**src/rtl/rfft_pkg.sv**
```systemverilog
// Shared types and constants of the radial fog factor table core.
// No dependencies; every other file takes names from here by scope.
package rfft_pkg;

    // Default cell count per axis
    localparam int unsigned MAX_STEPS_DEF = 256;

    // Exponent limit 12.0 in Q.16; beyond it the factor is zero
    localparam logic [20:0] T_LIMIT = 21'hC0000;

    // Fog modes
    localparam logic [1:0] MODE_LIN = 2'd0;
    localparam logic [1:0] MODE_EXP = 2'd1;

    // Register indexes of the configuration port
    localparam logic [2:0] CFG_MODE  = 3'd0;
    localparam logic [2:0] CFG_NEAR  = 3'd1;
    localparam logic [2:0] CFG_FAR   = 3'd2;
    localparam logic [2:0] CFG_DENS  = 3'd3;
    localparam logic [2:0] CFG_STEP  = 3'd4;
    localparam logic [2:0] CFG_STEPS = 3'd5;

    // Reset values of the registers
    localparam logic [23:0] FAR_RST   = 24'hFFFFFF;
    localparam logic [15:0] DENS_RST  = 16'd256;
    localparam logic [15:0] STEP_RST  = 16'd256;
    localparam logic [8:0]  STEPS_RST = 9'd256;

    // How the factor of a cell is found
    typedef enum logic [1:0] {
        CLS_ONE,
        CLS_ZERO,
        CLS_LIN,
        CLS_EXP
    } t_cls;

    typedef struct packed {
        logic [7:0] cell_x;
        logic [7:0] cell_z;
    } t_in_req;

    typedef struct packed {
        logic [7:0] fog_byte;
        logic       cell_valid;
    } t_out_req;

    // Distance unit to divider unit
    typedef struct packed {
        logic        ok;
        logic [24:0] rad;
    } t_dist_req;

    // Divider unit to exponential unit
    typedef struct packed {
        logic        ok;
        t_cls        cls;
        logic        exp2;
        logic [20:0] q;
    } t_fac_req;

endpackage

```
**src/rtl/rfft_div.sv**
```systemverilog
// Factor classification and the restoring divider for linear and exponent
// quotients. Uses rfft_pkg.
module rfft_div (
    input  logic                  i_clk,
    input  logic                  i_rst_n,
    input  logic                  i_adv,
    input  logic                  i_valid,
    input  rfft_pkg::t_dist_req   i_dist,
    input  logic [1:0]            i_fog_mode,
    input  logic [23:0]           i_near,
    input  logic [23:0]           i_far,
    input  logic [15:0]           i_density,
    output logic                  o_valid,
    output rfft_pkg::t_fac_req    o_fac
);
    localparam int unsigned NQ = 21;

    logic           w_below, w_nofog, w_past;
    rfft_pkg::t_cls w_cls;
    logic [24:0]    w_d;
    logic [40:0]    w_prod;
    logic [48:0]    w_num;
    logic [23:0]    w_span;
    logic           w_sat;

    logic           r_v0, r_ok0, r_exp2_0;
    rfft_pkg::t_cls r_cls0;
    logic [48:0]    r_num0;

    logic [NQ:0]    r_dv, r_ok, r_exp2, r_sat;
    rfft_pkg::t_cls r_cls [0:NQ];
    logic [48:0]    r_rem [0:NQ];
    logic [20:0]    r_q   [0:NQ];

    logic [48:0] w_dsh [0:NQ-1];
    logic [48:0] n_rem [0:NQ-1];
    logic [20:0] n_q   [0:NQ-1];

    // Classify the cell and form the dividend
    always_comb begin
        w_below = i_dist.rad < {1'b0, i_near};
        w_nofog = i_far <= i_near;
        w_past  = i_dist.rad >= {1'b0, i_far};
        w_d     = i_dist.rad - {1'b0, i_near};
        w_prod  = 41'(w_d) * 41'(i_density);
        if (w_below) begin
            w_cls = rfft_pkg::CLS_ONE;
        end else if (w_nofog) begin
            w_cls = rfft_pkg::CLS_ZERO;
        end else if (i_fog_mode == rfft_pkg::MODE_LIN) begin
            w_cls = w_past ? rfft_pkg::CLS_ZERO : rfft_pkg::CLS_LIN;
        end else begin
            w_cls = rfft_pkg::CLS_EXP;
        end
        if (i_fog_mode == rfft_pkg::MODE_LIN) begin
            w_num = {9'd0, i_far - i_dist.rad[23:0], 16'd0};
        end else begin
            w_num = {w_prod, 8'd0};
        end
    end

    // Saturate quotients that would overflow 21 bits to the exponent limit
    assign w_span = i_far - i_near;
    assign w_sat  = r_num0 >= 49'({w_span, 21'd0});

    // Divider steps: one quotient bit per stage, most significant first
    always_comb begin
        for (int j = 0; j < NQ; j++) begin
            w_dsh[j] = 49'(w_span) << (NQ - 1 - j);
            if (r_rem[j] >= w_dsh[j]) begin
                n_rem[j] = r_rem[j] - w_dsh[j];
                n_q[j]   = r_q[j] | (21'(1) << (NQ - 1 - j));
            end else begin
                n_rem[j] = r_rem[j];
                n_q[j]   = r_q[j];
            end
        end
    end

    // Advance valid bits
    always_ff @(posedge i_clk) begin
        if (!i_rst_n) begin
            r_v0 <= 1'b0;
            r_dv <= '0;
        end else if (i_adv) begin
            r_v0 <= i_valid;
            r_dv <= {r_dv[NQ-1:0], r_v0};
        end
    end

    // Advance payload
    always_ff @(posedge i_clk) begin
        if (i_adv) begin
            r_ok0    <= i_dist.ok;
            r_cls0   <= w_cls;
            r_exp2_0 <= (i_fog_mode != rfft_pkg::MODE_LIN) &&
                        (i_fog_mode != rfft_pkg::MODE_EXP);
            r_num0   <= w_num;
            r_ok     <= {r_ok[NQ-1:0], r_ok0};
            r_exp2   <= {r_exp2[NQ-1:0], r_exp2_0};
            r_sat    <= {r_sat[NQ-1:0], w_sat};
            r_cls[0] <= r_cls0;
            r_rem[0] <= r_num0;
            r_q[0]   <= '0;
            for (int j = 0; j < NQ; j++) begin
                r_cls[j+1] <= r_cls[j];
                r_rem[j+1] <= n_rem[j];
                r_q[j+1]   <= n_q[j];
            end
        end
    end

    assign o_valid    = r_dv[NQ];
    assign o_fac.ok   = r_ok[NQ];
    assign o_fac.cls  = r_cls[NQ];
    assign o_fac.exp2 = r_exp2[NQ];
    assign o_fac.q    = r_sat[NQ] ? rfft_pkg::T_LIMIT : r_q[NQ];

endmodule

```
**config.mk**
```make
export PLATFORM = sky130hd
export DESIGN_NAME = rfft_div
export DESIGN_NICKNAME = d
export VERILOG_FILES = /design/src/rtl/rfft_pkg.sv /design/src/rtl/rfft_div.sv
export SDC_FILE = /design/constraint.sdc
export NUM_CORES = 2
export LEC_CHECK = 0
export BUFFER_PORTS_ARGS = -buffer_cell sky130_fd_sc_hd__buf_2
export CORE_ASPECT_RATIO = 1.1
export CORE_MARGIN = 2
export CORE_UTILIZATION = 55
export DETAILED_ROUTE_END_ITERATION = 6
export GPL_ROUTABILITY_DRIVEN = 0
export GPL_TIMING_DRIVEN = 0
export PLACE_DENSITY = 0.68
export SLEW_MARGIN = 20
export SYNTH_ARGS = -nofsm -noshare
export SYNTH_HDL_FRONTEND = slang
export SYNTH_SLANG_ARGS = --single-unit
```
**constraint.sdc**
```tcl
create_clock -name i_clk -period 12.75 [get_ports i_clk]
set_clock_uncertainty 0.05 [all_clocks]
set_input_delay 3.825 -clock i_clk [delete_from_list [all_inputs] [get_ports i_clk]]
set_output_delay 3.825 -clock i_clk [all_outputs]
set_load 0.01 [all_outputs]
```
== Yosys cells after proc, flatten, opt, wreduce, memory -nomap -nowiden ==
Memory sizes are Yosys's and may differ from the RTL's.
Cells that the tools add are included.
W data, S select, Z words.
Word-level totals
  bits in registers: 142
  RAM bits: 1584
  input bits: 96
  output and inout port bits: 26
  logic and storage cells: 118
  memories kept: 3
Memories
  r_rem: depth 22, bits a word 49, read ports 21, clocked after Yosys merged registers in 0, write ports 22, line rfft_div.sv:32  | logic [48:0] r_rem [0:NQ];
  r_q: depth 22, bits a word 21, read ports 22, clocked after Yosys merged registers in 0, write ports 22, line rfft_div.sv:33  | logic [20:0] r_q [0:NQ];
  r_cls: depth 22, bits a word 2, read ports 22, clocked after Yosys merged registers in 0, write ports 22, line rfft_div.sv:31  | rfft_pkg::t_cls r_cls [0:NQ];
Cells by class
  add/subtract/negate cells: 24
  multipliers: 1
  order comparisons: 25
  equal/unequal tests: 1
  mux-type cells: 49
  reduce and logical (&&, ||, !) cells: 4
Operators with widths (count)
  $mux W49: 21
  $ge A49 B24 Y1: 1
  $ge A49 B25 Y1: 1
  $ge A49 B26 Y1: 1
  $ge A49 B27 Y1: 1
  $ge A49 B28 Y1: 1
  $ge A49 B29 Y1: 1
  $ge A49 B30 Y1: 1
  $ge A49 B31 Y1: 1
  $ge A49 B32 Y1: 1
  $ge A49 B33 Y1: 1
  $ge A49 B34 Y1: 1
  $ge A49 B35 Y1: 1
  $ge A49 B36 Y1: 1
  $ge A49 B37 Y1: 1
  $ge A49 B38 Y1: 1
  $ge A49 B39 Y1: 1
  $ge A49 B40 Y1: 1
  $ge A49 B41 Y1: 1
  $ge A49 B42 Y1: 1
  $ge A49 B43 Y1: 1
  $ge A49 B44 Y1: 1
  $ge A49 B45 Y1: 1
  $sub A49 B24 Y49: 1
  53 further kinds: 60

== Depth between registers and ports, before layout ==
  depth after elaboration: 4
  depth in mapped cells: 36
  mapped depth without buffers: 35

== Worst setup path before layout ==
OpenSTA, ideal clock, no wires.
  kind: input-to-reg
  start point: input i_near[1]
  end point: register r_num0[47], data pin
  arrival time: 11.318 ns
  path slack: 1.116 ns
  stages on the path: 33
  path buffers: 2
  cells stage by stage: inv_1 ha_1 nor2b_1 o21ai_0 a21boi_0 o2111ai_1 nand2_1 o2111ai_1 a21oi_1 or2_2 nor3_1 clkbuf_1 nand2_1 fa_1 fa_1 inv_1 fa_1 fa_1 fa_1 inv_1 fa_1 inv_1 ha_1 clkbuf_1 a21o_1 a21o_1 a21oi_1 nand2_1 a221o_1 a41o_1 a21oi_1 xor2_1 nor2_1
Between the ends
  cells in the longest elaborated chain, start to end: 2
Ends and longest elaborated chain
  start: declaration: line rfft_div.sv:10  | input logic [23:0] i_near,
  $sub A25 B24 Y25: line rfft_div.sv:44  | w_d = i_dist.rad - {1'b0, i_near};
  $mul A25 B16 Y41: line rfft_div.sv:45  | w_prod = 41'(w_d) * 41'(i_density);
  end signal: assignment: line rfft_div.sv:98  | r_num0 <= w_num;
  end: declaration: line rfft_div.sv:28  | logic [48:0] r_num0;
No other way between the ends.
A chain may end at the register's enable or synchronous reset.

== Worst setup path in the final report ==
Same ends and word-level chain as after synthesis.

==> metrics.yaml <==
status: "complete, no violations"
detail_route.wl_per_cell_um: 21.7
die-area_um2: 170000
synth_edf_count: 1275
worst_pin_slew_ps: 1170
fin_nets: 10400
worst_path_max_delay_cell: "fa_1"
grt.total_usage: 0.290
setup_tns_ps: 0
wl_mm: 251
grt_max_degree: 161
slew_headroom: 0.222
max_cap_violations: 0
layout-drive-gt1-share: 0.0663
fp.coreArea_um2: 166000
start_util: 0.553
ioPinCount: 122
cts_buffer_depth: 3
synthTopCellsByArea: "edfxtp_1 42%, ha_1 10%, fa_1 7.5%"
grt_pass1_wl_mm: 384
max_stage_delay_ps: 560
clkTransAtPathRegs_ps: 60
ys.flop_type: "edfxtp_1"
path_max_fanout: 10
firstDrtPassIters: 6
rsz0062_at_grt: "false"
detail-route-antenna-nets: 0
vias: 70000
root_buffer: "clkbuf_16"
yosysTopAreaCell: "edfxtp_1"
die_w_um: 394
portBuffers: 120
syn_area_um2: 91800
htreeDepth: 4
setup_violations: 0
n_fill_cell: 13700
final_common_cell: "edfxtp_1"
die_h_um: 433
syn_nets: 10000
hold_path_class: "flip-flop to flip-flop"
cp.arrival_ps: 12890
final_max_slew_viol_count: 0
crit_required_ps: 13220
grt-ovfl-total: 0
antenna_found_initial: 10
drc: 0
worstSetupPathType: "input pin to flip-flop"
cts_tree: "yes"
rows: 157
layout_common_cells: "1275 x edfxtp_1, 848 x nand2_1, 734 x ha_1"
postSynthCellCount: 8860
synth_warnings: 0
fmax_ghz: 0.0805
fin_ws_ps: 334
postCtsHoldBufs: 0
cts_made_buffers: 142
synth_top_area_frac: 0.417
synth_area_per_cell_um2: 10.4
worstSkewPairLatency_ps: 800
async_reset_ff_frac: 0
synth_cell_types: 87
vias_per_cell: 6.07
crit_top_cell: "fa_1"
cp-start-kind: "input pin"
pre_cts_ws_ps: -1330
final.min_clock_period_ps: 12420
ys_seq_area_frac: 0.422
fin_crit_sh: 0.974
first_iter_violations: 6205
grt_pass1_vias: 69000
placed_cell_area_um2: 97000
clock-sinks: 1298
endpoint_kind: "flip-flop"
hpwl_mm: 195
ys_ff_latch: 1298
fin_area_um2: 102000
hold_viol_final: 0
synthToLayoutAreaGrowth_pct: 10.7
==> Yosys cell counts (14+ instances only) <==
cell	count
o21bai_1	75
inv_1	584
o41ai_1	18
a21o_1	307
fa_1	343
a221oi_1	14
or4_1	46
or3_1	76
nand3_1	140
o31a_1	14
nor4_1	110
a31oi_1	66
a221o_1	14
ha_1	735
nor4b_1	18
a211o_1	14
nand2b_1	92
nand4_1	98
a211oi_1	59
clkbuf_1	219
a2111oi_0	19
a31o_2	16
nand2_1	849
and3_1	69
o21a_1	68
nor3b_1	19
and2_1	175
nand3b_1	14
or2_2	43
xor2_1	366
mux2_2	69
edfxtp_1	1275
dfxtp_1	23
nor2b_1	146
xnor2_1	414
o21ai_0	524
mux2i_1	29
nor3_1	181
a21oi_1	633
o211ai_1	24
nor2_1	617
nand4b_1	18
o31ai_1	46
==> routing by layer <==
layer  routed length [µm]  global-route usage
met1                96600               0.351
met2               121000               0.490
met3                17000              0.0481
met4                16200               0.168
met5                   92                   0
==> logic make-up after synthesis <==
family / count (synthesis) / synth area share
and+or+nand+nor: 2736 / 0.145
adders and majority gates: 1078 / 0.175
DFF: 1298 / 0.422
xor gates and xnor gates: 780 / 0.0744
muxes: 98 / 0.0116
AOI/OAI and AO/OA: 2039 / 0.138
buffers and inverters: 831 / 0.0344
==> per-stage QoR <==
stage,hold slack [ps],instances,util
after global routing,360,11500,0.612
after detailed placement,355,11300,0.583
after global placement,350,11200,0.573
after CTS,357,11500,0.611
final,351,11500,0.612
after floorplan,350,8860,-
==> flip-flops by register name (all words and copies together), names as in the netlist <==
name,cells
r_rem,889
r_q,231
r_cls,44
r_num0,41
r_dv,22
r_exp2,22
r_ok,22
r_sat,22
r_cls0,2
r_exp2_0,1
r_ok0,1
r_v0,1
==> area by class of cell <==
type | instances | area [µm²] | area share
multi-input combinational | 6731 | 50400 | 0.496
sequential | 1298 | 38700 | 0.381
clock buffer | 167 | 3650 | 0.0359
tap | 2226 | 2790 | 0.0274
inverter | 586 | 2200 | 0.0217
timing repair buffer | 191 | 1990 | 0.0196
buffer | 245 | 976 | 0.00960
clock inverter | 89 | 872 | 0.00858
antenna | 4 | 10.0 | 0.0000985
==> worst paths after layout <==
check | slack (ps) | startpoint | cells past startpoint | endpoint
min | 350 | r_ok[13] | 0 | r_ok[14]
max reg2reg | 7630 | r_rem[1][156] | 15 | r_rem[1][227]
min reg2reg | 350 | r_ok[13] | 0 | r_ok[14]
max | 330 | i_near[1] | 34 | r_num0[47]
==> worst max-delay path: cells and delay by family <==
kind | cells | cell delay (ps)
AO/OA/AOI/OAI | 12 | 3140
XOR/XNOR | 2 | 580
adder cells (fa/ha/maj) | 8 | 3720
buffers and inverters | 7 | 960
AND/OR/NAND/NOR | 5 | 640
==> repair_timing <==
action | 4_1_cts | 5_1_grt
buffers inserted | 0 | 3
gates resized for setup | 10 | 35
pin swaps | 0 | 2
endpoints found under the setup margin | 7 | 9
Power is left out: the tool's default activity adds up to more than one toggle a clock period on the data nets, which glitch-free logic cannot reach.
